**config.mk**
```make
export PLATFORM = sky130hd
export DESIGN_NAME = ygk_div
export DESIGN_NICKNAME = d
export VERILOG_FILES = /design/src/hw/rtl/ygk_pkg.sv /design/src/hw/rtl/ygk_div.sv
export SDC_FILE = /design/constraint.sdc
export NUM_CORES = 1
export LEC_CHECK = 0
export BUFFER_PORTS_ARGS = -buffer_cell sky130_fd_sc_hd__clkbuf_2
export CORE_MARGIN = 4
export CORE_UTILIZATION = 60
export DETAILED_ROUTE_END_ITERATION = 10
export PLACE_DENSITY = 0.86
export SYNTH_ARGS = -nofsm -noshare
export SYNTH_HDL_FRONTEND = slang
export SYNTH_SLANG_ARGS = --single-unit
```
**constraint.sdc**
```tcl
create_clock -name clk -period 4.9 [get_ports clk]
set_input_delay 0.49 -clock clk [delete_from_list [all_inputs] [get_ports clk]]
set_output_delay 0.49 -clock clk [all_outputs]
set_load 0.01 [all_outputs]
```
**src/hw/rtl/ygk_pkg.sv**
```systemverilog
// shared types, constants and saturating helpers for the yaw rate / gyro bias filter
package ygk_pkg;

  localparam int FRAC_BITS_DEF = 48;
  localparam int FRAC_BITS_MIN = 32;
  localparam int FRAC_BITS_MAX = 56;

  localparam logic [63:0] NS_PER_SEC = 64'd1000000000;
  localparam logic [63:0] S64_MAX = 64'h7fff_ffff_ffff_ffff;
  localparam logic [63:0] S64_MIN = 64'h8000_0000_0000_0000;

  localparam logic [1:0] KIND_GYRO = 2'd0;
  localparam logic [1:0] KIND_ODO = 2'd1;

  localparam logic [1:0] REG_Q_RATE = 2'd0;
  localparam logic [1:0] REG_Q_BIAS = 2'd1;
  localparam logic [1:0] REG_R_GYRO = 2'd2;
  localparam logic [1:0] REG_ODO_SCALE = 2'd3;

  typedef struct packed {
    logic         start;
    logic [63:0]  a;
    logic [63:0]  b;
    logic [127:0] addend;
  } mul_req_t;

  typedef struct packed {
    logic        start;
    logic [63:0] x;
    logic [63:0] d;
  } div_req_t;

  function automatic logic [63:0] sadd(input logic [63:0] a, input logic [63:0] b);
    logic [64:0] s;
    s = {a[63], a} + {b[63], b};
    if (s[64] != s[63]) return s[64] ? S64_MIN : S64_MAX;
    return s[63:0];
  endfunction

  function automatic logic [63:0] ssub(input logic [63:0] a, input logic [63:0] b);
    logic [64:0] s;
    s = {a[63], a} - {b[63], b};
    if (s[64] != s[63]) return s[64] ? S64_MIN : S64_MAX;
    return s[63:0];
  endfunction

  function automatic logic [63:0] mag(input logic [63:0] a);
    return a[63] ? (~a + 64'd1) : a;
  endfunction

endpackage

```
**src/hw/rtl/ygk_div.sv**
```systemverilog
// radix-2 restoring divider: (x << frac) / d, one quotient bit per cycle
module ygk_div #(
  parameter int FRAC_BITS = ygk_pkg::FRAC_BITS_DEF
) (
  input  logic               clk,
  input  logic               rst,
  input  ygk_pkg::div_req_t  req,
  output logic               done,
  output logic [63:0]        quo,
  output logic               sat
);
  import ygk_pkg::*;

  logic         busy;
  logic [6:0]   cnt;
  logic [63:0]  rem;
  logic [63:0]  nlo;
  logic [63:0]  d;
  logic [127:0] num;
  logic [64:0]  remx;
  logic         ge;

  always_comb begin
    num = {64'd0, req.x} << FRAC_BITS;
    remx = {rem, nlo[63]};
    ge = remx >= {1'b0, d};
  end

  always_ff @(posedge clk) begin
    if (rst) begin
      busy <= 1'b0;
      done <= 1'b0;
      cnt <= 7'd0;
    end else begin
      done <= 1'b0;
      if (req.start) begin
        busy <= 1'b1;
        cnt <= 7'd64;
      end else if (busy) begin
        cnt <= cnt - 7'd1;
        if (cnt == 7'd1) begin
          busy <= 1'b0;
          done <= 1'b1;
        end
      end
    end
  end

  always_ff @(posedge clk) begin
    if (req.start) begin
      rem <= num[127:64];
      nlo <= num[63:0];
      d <= req.d;
      quo <= 64'd0;
      // quotient would not fit in 64 bits
      sat <= (req.d == 64'd0) || (num[127:64] >= req.d);
    end else if (busy) begin
      rem <= ge ? 64'(remx - {1'b0, d}) : remx[63:0];
      nlo <= {nlo[62:0], 1'b0};
      quo <= {quo[62:0], ge};
    end
  end

endmodule

```
==> impl_results.md <==
* Yosys reg bits at 218
* Mean post-synth cell area at 9.17 um^2
* Crit path arrival time at 4620 ps
* Leak Pwr at 0.00700 uW
* Crit end category: register
* Share of total power in combinational logic at 32.3%
* # IOs at about 200
* CP Data Required Time at 5330 ps
* Worst Tran Pin Value at 1100 ps
* Fin nets at slightly below 2,000
* Async set-or-reset flop fraction in the synthesized netlist at 0%
* Post-synth EDFFs at 129
* Cells after Synth at 1,518
* Die area at roughly 26,000 um^2
* Fin crit share at 85.4%
* Min-Delay Path Class: input pin to register
* Clock Sinks at 218
* DRT Pass-1 Iters at 5
* Cts hold-fix bufs at 0
* Total track usage at 28.8%
* Core area at 22,700 um^2
* Layout cells sized above 1 at around 18%
* Most common cell in the netlist: nor2_1
* Top area cells in the synthesized netlist: edfxtp_1, dfxtp_1, ha_1
* Synth warn at 0
* Net Sw Power at 1990 uW
* Largest net degree at the start of global routing at slightly below 100
* Post-CTS Setup Bufs at 0
* PortBufs at 196
* Ys flop type: edfxtp_1
* Via Count at 12,200
* Final setup fails at 0
* Root Driver: clkbuf_16
* Average vias per placed instance at 6.16
* Post-synth top cells: nor2_1, inv_1, edfxtp_1, a21oi_1, ha_1
* Die Wd at 160 um
* Fin Setup TNS at 0 ps
* Worst Skew at 23.8 ps
* Highest clock rate at roughly 0.24 GHz
* H-tree depth at 1
* Int Power at 3850 uW
* Rows at 55
* Initial antenna violation count at 2
* Overflow left after global routing at 0
* TritonCTS clock tree: yes
* Worst ir drop on vdd at 0.328 mV
* Max Cap Viol at 0
* Pre-CTS setup slack at 807 ps
* Post-CTS resize count at 0
* Power density over the cells at 369 nW/um^2
* Clock slew at reported path FFs at about 60 ps
* Seq/Total Area, Yosys at 40.6%
* First-pass GRT wire length at 61,000 um
* Clock share of power at 29.9%
* Antenna diode count at 0
* WL final at 38,400 um
* DRT antenna net count at 0
* Setup CP Type: register to register
* Synth-to-layout area growth at 13.8%
* Clock buffer depth at 3
* Skew-Pair Late Insertion Delay at 540 ps
* Vias in the first global route at ~12,000
* Unrepaired setup endpoints after global routing: false
* DR DRC count at 0
* Final min period at 4180 ps
* Synth Cell Area at 13,900 um^2
* Post-DP HPWL at 28,100 um
* Fillcell total at 1,671
* Final Hold Fails at 0
* Outcome: finished, final reports clean
* Synth top area share at 27.8%
* Final Max Tran Viols at 0
* Post-Syn Nets at 1,764
* Drt wl/cell at ~19 um
* Initial core utilization at around three fifths
* Reg power frac at 37.8%
* Total CTS buffers at 24
* Sw Share at 34.1%
* Die Y-Extent at between 150 and 200 um
* Crit path max fanout at 52
* Initial drt markers at 1,007
* Yosys cell types at 74
* Crit path launch type: register
* Final worst-path setup slack at 715 ps
* Yosys top cell by area: edfxtp_1
* RD Place Congestion at 0.963
* Slew headroom at 26.8%
## metrics by stage
step | instances | total power, uW | cell area [um^2] | hold WS (ps) | util, %
after global placement | 1943 | 4010 | 15100 | 475 | 66.4
after floorplan | 1518 | 3590 | 13900 | 469 | -
after CTS | 1986 | 5820 | 15800 | 117 | 69.8
final | 1986 | 5840 | 15800 | 132 | 69.8
after detailed placement | 1943 | 4060 | 15100 | 485 | 66.4
after global routing | 1986 | 6130 | 15800 | 118 | 69.8
## area by class of cell
cell class                      instances  area, um^2  area share [%]
Clock inverter                         13         104           0.656
Tap cell                              285         357            2.25
Multi-Input combinational cell       1096        7480            47.2
Sequential cell                       218        5660            35.7
Inverter                              137         514            3.25
Timing Repair Buffer                  207        1070            6.75
Clock buffer                           30         654            4.13
## cell usage in the layout (no fill, tap or decap), drive strengths merged, types with 3 or more instances in the layout
| cell type | netlist | final |
|---|---|---|
| a21oi | 126 | 126 |
| a31oi | 22 | 22 |
| mux2i | 68 | 68 |
| nor2 | 174 | 174 |
| clkinv | 0 | 12 |
| nor3b | 3 | 3 |
| nor2b | 8 | 8 |
| nand2b | 6 | 6 |
| and3 | 10 | 10 |
| a41oi | 3 | 3 |
| o211ai | 7 | 7 |
| nand4 | 27 | 27 |
| o2111ai | 6 | 6 |
| or4 | 3 | 3 |
| nand2 | 113 | 113 |
| dfxtp | 89 | 89 |
| a21boi | 4 | 4 |
| mux2 | 33 | 33 |
| and2 | 8 | 8 |
| o21a | 17 | 17 |
| a21o | 38 | 38 |
| or3 | 10 | 10 |
| a211oi | 11 | 11 |
| a311oi | 12 | 12 |
| xnor2 | 33 | 33 |
| nand3 | 18 | 18 |
| clkbuf | 51 | 225 |
| edfxtp | 129 | 129 |
| and4 | 3 | 3 |
| o21ai | 80 | 80 |
| nor3 | 26 | 26 |
| buf | 16 | 12 |
| ha | 114 | 114 |
| o21bai | 17 | 17 |
| inv | 137 | 137 |
| o31ai | 10 | 10 |
| o221ai | 4 | 4 |
| xor2 | 23 | 23 |
| nor4 | 23 | 23 |
## worst paths after layout
check	start	to	slack (ps)	cells after the start
max	rem[27]	rem[59]	720	11
min	rst	busy	130	2
max reg2reg	rem[27]	rem[59]	720	11
min reg2reg	quo[63]	quo[63]	490	2
## sequential cells by signal, indices dropped and copies added, names as in the netlist
signal  count
d          64
quo        64
rem        64
nlo        16
cnt         7
busy        1
done        1
sat         1
## cell families after synthesis
group | synth area share [%]
muxes | 7.56
xor gates and xnor gates | 3.52
and+or+nand+nor | 14.5
DFF | 40.6
buffers and inverters | 5.66
AOI/OAI and AO/OA | 17.7
adders and majority gates | 10.4
## worst max-delay path: stages, from the launching register on
cell	delay, ps
edfxtp_1	390
ha_1	410
a21oi_1	250
o21ai_0	130
a21oi_1	280
o21ai_0	180
a211o_1	420
o31ai_2	350
and2_2	950
buf_4	350
nand2_1	70
a311oi_1	300
## power by group through the flow
stage                     Sequential (uW)  Combinational, uW  Clock (uW)
after CTS                            2210               1850        1760
after global routing                 2220               2080        1830
after global placement               2230               1780           0
final                                2210               1890        1740
after floorplan                      2210               1380           0
after detailed placement             2240               1820           0
## metal layers
layer / GRT usage [%] / wire [um] / vias to the layer above
li1: - / - / 5817
met1: 38.4 / 15800 / 5774
met2: 47.6 / 17900 / 568
met3: 6.90 / 3870 / 72
met4: 7.20 / 849 / 2
met5: 0 / 13 / -
Power figures use the tool's default switching activity.
