**src/hw/rtl/ygk_pkg.sv**
```systemverilog
// shared types, constants and saturating helpers for the yaw rate / gyro bias filter
package ygk_pkg;

  localparam int FRAC_BITS_DEF = 48;
  localparam int FRAC_BITS_MIN = 32;
  localparam int FRAC_BITS_MAX = 56;

  localparam logic [63:0] NS_PER_SEC = 64'd1000000000;
  localparam logic [63:0] S64_MAX = 64'h7fff_ffff_ffff_ffff;
  localparam logic [63:0] S64_MIN = 64'h8000_0000_0000_0000;

  localparam logic [1:0] KIND_GYRO = 2'd0;
  localparam logic [1:0] KIND_ODO = 2'd1;

  localparam logic [1:0] REG_Q_RATE = 2'd0;
  localparam logic [1:0] REG_Q_BIAS = 2'd1;
  localparam logic [1:0] REG_R_GYRO = 2'd2;
  localparam logic [1:0] REG_ODO_SCALE = 2'd3;

  typedef struct packed {
    logic         start;
    logic [63:0]  a;
    logic [63:0]  b;
    logic [127:0] addend;
  } mul_req_t;

  typedef struct packed {
    logic        start;
    logic [63:0] x;
    logic [63:0] d;
  } div_req_t;

  function automatic logic [63:0] sadd(input logic [63:0] a, input logic [63:0] b);
    logic [64:0] s;
    s = {a[63], a} + {b[63], b};
    if (s[64] != s[63]) return s[64] ? S64_MIN : S64_MAX;
    return s[63:0];
  endfunction

  function automatic logic [63:0] ssub(input logic [63:0] a, input logic [63:0] b);
    logic [64:0] s;
    s = {a[63], a} - {b[63], b};
    if (s[64] != s[63]) return s[64] ? S64_MIN : S64_MAX;
    return s[63:0];
  endfunction

  function automatic logic [63:0] mag(input logic [63:0] a);
    return a[63] ? (~a + 64'd1) : a;
  endfunction

endpackage

```
**src/hw/rtl/ygk_mul.sv**
```systemverilog
// 64x64 unsigned multiply-accumulate built from four 32x32 partial products
module ygk_mul (
  input  logic               clk,
  input  logic               rst,
  input  ygk_pkg::mul_req_t  req,
  output logic               done,
  output logic [127:0]       prod
);
  import ygk_pkg::*;

  logic         busy;
  logic [1:0]   step;
  logic [63:0]  a;
  logic [63:0]  b;
  logic [127:0] acc;
  logic [31:0]  pa;
  logic [31:0]  pb;
  logic [63:0]  pp;
  logic [127:0] pp_sh;

  always_comb begin
    pa = step[1] ? a[63:32] : a[31:0];
    pb = step[0] ? b[63:32] : b[31:0];
    pp = pa * pb;
    case (step)
      2'd0: pp_sh = {64'd0, pp};
      2'd1, 2'd2: pp_sh = {32'd0, pp, 32'd0};
      default: pp_sh = {pp, 64'd0};
    endcase
  end

  always_ff @(posedge clk) begin
    if (rst) begin
      busy <= 1'b0;
      done <= 1'b0;
      step <= 2'd0;
    end else begin
      done <= 1'b0;
      if (req.start) begin
        busy <= 1'b1;
        step <= 2'd0;
      end else if (busy) begin
        step <= step + 2'd1;
        if (step == 2'd3) begin
          busy <= 1'b0;
          done <= 1'b1;
        end
      end
    end
  end

  always_ff @(posedge clk) begin
    if (req.start) begin
      a <= req.a;
      b <= req.b;
      acc <= req.addend;
    end else if (busy) begin
      acc <= acc + pp_sh;
    end
  end

  assign prod = acc;

endmodule

```
**config.mk**
```make
export PLATFORM = sky130hd
export DESIGN_NAME = ygk_mul
export DESIGN_NICKNAME = d
export VERILOG_FILES = /design/src/hw/rtl/ygk_pkg.sv /design/src/hw/rtl/ygk_mul.sv
export SDC_FILE = /design/constraint.sdc
export NUM_CORES = 2
export LEC_CHECK = 0
export BUFFER_PORTS_ARGS = -buffer_cell sky130_fd_sc_hd__buf_2
export CAP_MARGIN = 25
export CORE_MARGIN = 1.5
export CORE_UTILIZATION = 45
export CTS_CLUSTER_SIZE = 40
export DETAILED_ROUTE_END_ITERATION = 10
export MAX_ROUTING_LAYER = met4
export PLACE_DENSITY_LB_ADDON = 0.05
export SYNTH_ARGS = -nofsm -noshare
export SYNTH_HDL_FRONTEND = slang
export SYNTH_SLANG_ARGS = --single-unit
export TNS_END_PERCENT = 10
```
**constraint.sdc**
```tcl
create_clock -name clk -period 11.9 [get_ports clk]
set_input_delay 1.19 -clock clk [delete_from_list [all_inputs] [get_ports clk]]
set_output_delay 1.19 -clock clk [all_outputs]
set_load 0.03 [all_outputs]
```
==> results.py <==
metrics = {
    "floorplanning": {
        "start_util": 0.453,
        "die_w_um": 342,
        "ios": 388,
        "die_area_um2": 117000,
        "die_h_um": 342,
        "core_um2": 114000,
        "rows": 124,
    },
    "synth": {
        "synth_area_um2": 51700,
        "syn-mean-instance-area_um2": 8.90,
        "yosysMostFrequentCell": "inv_1",
        "synth_common_cells": "inv_1, fa_1, nand2_1, nor2_1, ha_1",
        "yosysWarnings": 0,
        "ys_seq_area_frac": 0.150,
        "synthTopCellsByArea": "fa_1, edfxtp_1, ha_1, inv_1, nand2_1",
        "ys.flop_type": "edfxtp_1",
        "synth.largest_area_cell": "fa_1",
        "ys_ff_latch": 260,
        "ys_types": 103,
        "syn_nets": 7358,
        "postSynth.asyncResetShare": 0,
        "netlist_instances": 5810,
        "synth_edf_count": 256,
        "synth_top_area_frac": 0.347,
    },
    "worst_setup_path": {
        "crit_family": "adder cells",
        "path_max_fanout": 23,
        "cpPeakStageDelay_ns": 0.61,
        "crit_path_start_kind": "flop",
        "slowest_stage": "fa_1",
        "cp.required_ns": 12.24,
        "crit_buf_inv": 11,
        "cp-end-kind": "flop",
        "cp.arrival_ns": 11.95,
        "cp_common_cell": "fa_1",
        "critical_path_class": "reg -> reg",
    },
    "route": {
        "vias": 45200,
        "ant_nets": 0,
        "drc_errors": 0,
        "first_iter_violations": 3886,
        "drt-total-wl_mm": 213,
        "wl_per_cell_um": 26.3,
        "via_per_inst": 5.59,
        "dr.pass1.iters": 7,
    },
    "sta": {
        "hold_viol": 0,
        "tightest_slew_ns": 0.913,
        "maxSlewHeadroom": 0.391,
        "rsz0062_at_grt": "true",
        "max_freq_ghz": 0.0862,
        "fin_crit_ns": 11.61,
        "finalSetupViolCount": 0,
        "final.period_utilization": 0.975,
        "drv_slew": 0,
        "clock_skew_ns": 0.0278,
    },
    "global_route": {
        "grt_overflow": 0,
        "antenna_found_initial": 25,
        "grt_pass1_vias": 46900,
        "grt_max_degree": 123,
        "grt_pass1_wl_mm": 313,
        "grt_usage": 0.379,
    },
    "clock_network": {
        "insertion_delay_ns": 0.64,
        "cts_tree": "yes",
        "cts-htree-levels": 2,
        "clockBufferDepth": 3,
        "holdBufCountCts": 0,
        "cts.sinks": 260,
        "clockRootBuffer": "clkbuf_16",
        "clk_pin_slew_worst_paths_ns": 0.07,
        "cts_made_buffers": 37,
    },
    "run_status": {
        "status": "finished, final reports clean",
    },
    "final_layout": {
        "area_growth_pct": 18.2,
        "final_cell_area_um2": 61100,
        "nFillCells": 11000,
        "drive_gt1_frac": 0.187,
        "nNetsFinal": 8069,
    },
    "worst_hold_path": {
        "hp-class": "reg -> reg",
    },
    "place": {
        "portBuffers": 387,
        "place.detailed.hpwl_mm": 180,
        "dpl_cell_area_um2": 59400,
        "place.gp.congestion": 1.05,
    },
    "run": {
        "cap_violations": 0,
    },
}
==> worst register-to-register path: cells and delay by family (launching register included) <==
family | cells | cell delay (ns)
adders and majority gates | 10 | 4.75
and+or+nand+nor | 3 | 0.24
muxes | 1 | 0.31
buffers and inverters | 11 | 1.75
xor gates and xnor gates | 2 | 0.55
AOI/OAI and AO/OA | 17 | 3.25
DFF | 1 | 0.46
==> flip-flops by register name, indices dropped and copies added (netlist names) <==
signal and flops:
done 1, prod 128, b 64, busy 1, step 2, a 64
==> cells by family (layout without fill, tap and decap cells) <==
group                    count (synthesis)  count (layout)  share of synthesized area
AND/OR/NAND/NOR                       1796            1796                      0.143
adder cells (fa/ha/maj)               1289            1289                      0.442
buffers and inverters                 1206            1945                     0.0889
AO/OA/AOI/OAI                          941             941                      0.117
flip-flops                             260             260                      0.150
XOR/XNOR                               184             184                     0.0312
multiplexers                           134             134                     0.0277
other                                    0              24                          0
==> cells in the final DEF, fill, tap and decap left out, types with 14 or more instances in the layout <==
cell | synthesis | routed
ha_1 | 392 | 388
nand2b_1 | 17 | 17
o31ai_1 | 16 | 14
fa_1 | 897 | 897
buf_12 | 0 | 52
nand2_1 | 755 | 755
o21ai_0 | 258 | 250
a21oi_1 | 247 | 242
a21oi_2 | 9 | 14
xnor2_1 | 113 | 107
mux2i_2 | 0 | 40
nand3_1 | 29 | 29
o21bai_1 | 59 | 59
nor3_1 | 48 | 48
mux2i_1 | 65 | 20
clkbuf_16 | 0 | 38
nand4_1 | 77 | 77
a31oi_1 | 32 | 30
xor2_1 | 71 | 69
inv_1 | 918 | 918
nor2_1 | 755 | 754
o21a_1 | 24 | 24
edfxtp_1 | 256 | 256
o21ai_1 | 33 | 39
buf_2 | 24 | 386
and2_1 | 39 | 39
a22o_1 | 16 | 16
diode_2 | 0 | 24
buf_4 | 3 | 515
mux2_2 | 58 | 57
and3_1 | 14 | 14
a21o_1 | 96 | 96
==> metrics by stage <==
stage               hold slack [ns]  setup slack (ns)  setup TNS (ns)  cells  utilization
floorplan                     0.472             0.698               0   5810            -
CTS                           0.682            0.0383               0   8058        0.533
detailed placement            0.668            -0.146          -0.183   7984        0.521
finish                        0.712             0.293               0   8085        0.535
global placement              0.684            -0.211          -0.392   7983        0.520
global route                  0.710          -0.00773         -0.0117   8082        0.535
==> routing by layer <==
metal  global-route usage  share of wire  vias to the layer above
met2                0.577           0.45                     2030
met1                0.501           0.42                    22700
li1                     -              -                    20100
met4                0.146          0.049                        0
met3               0.0694          0.085                      371
met5                    -              0                        -
==> path summary, 6_finish.rpt <==
kind                 from  endpoint  slack, ns  cells past startpoint
hold / removal       busy      done       0.71                      2
hold reg to reg      busy      done       0.71                      2
setup reg to reg  step[1]  prod[71]       0.29                     44
setup / recovery  step[1]  prod[71]       0.29                     44
==> area by class of cell <==
type                            count  area, µm²  area share
Multi-Input combinational cell   4344      39800       0.650
Sequential cell                   260       7770       0.127
Timing Repair Buffer              959       6910       0.113
Inverter                          919       3450      0.0564
Tap cell                         1512       1890      0.0309
Clock buffer                       44       1000      0.0164
Clock inverter                     23        295     0.00483
Antenna cell                       24       60.1    0.000982
==> what timing repair did <==
| action | CTS | global route |
|---|---|---|
| setup endpoints to repair | 4 | 58 |
| gates resized for setup | 4 | 48 |
| buffers inserted | 7 | 3 |
| cloned | 0 | 0 |
Power is not shown: default switching activity piles up to over one toggle a cycle in this logic, so the estimate is an artifact.
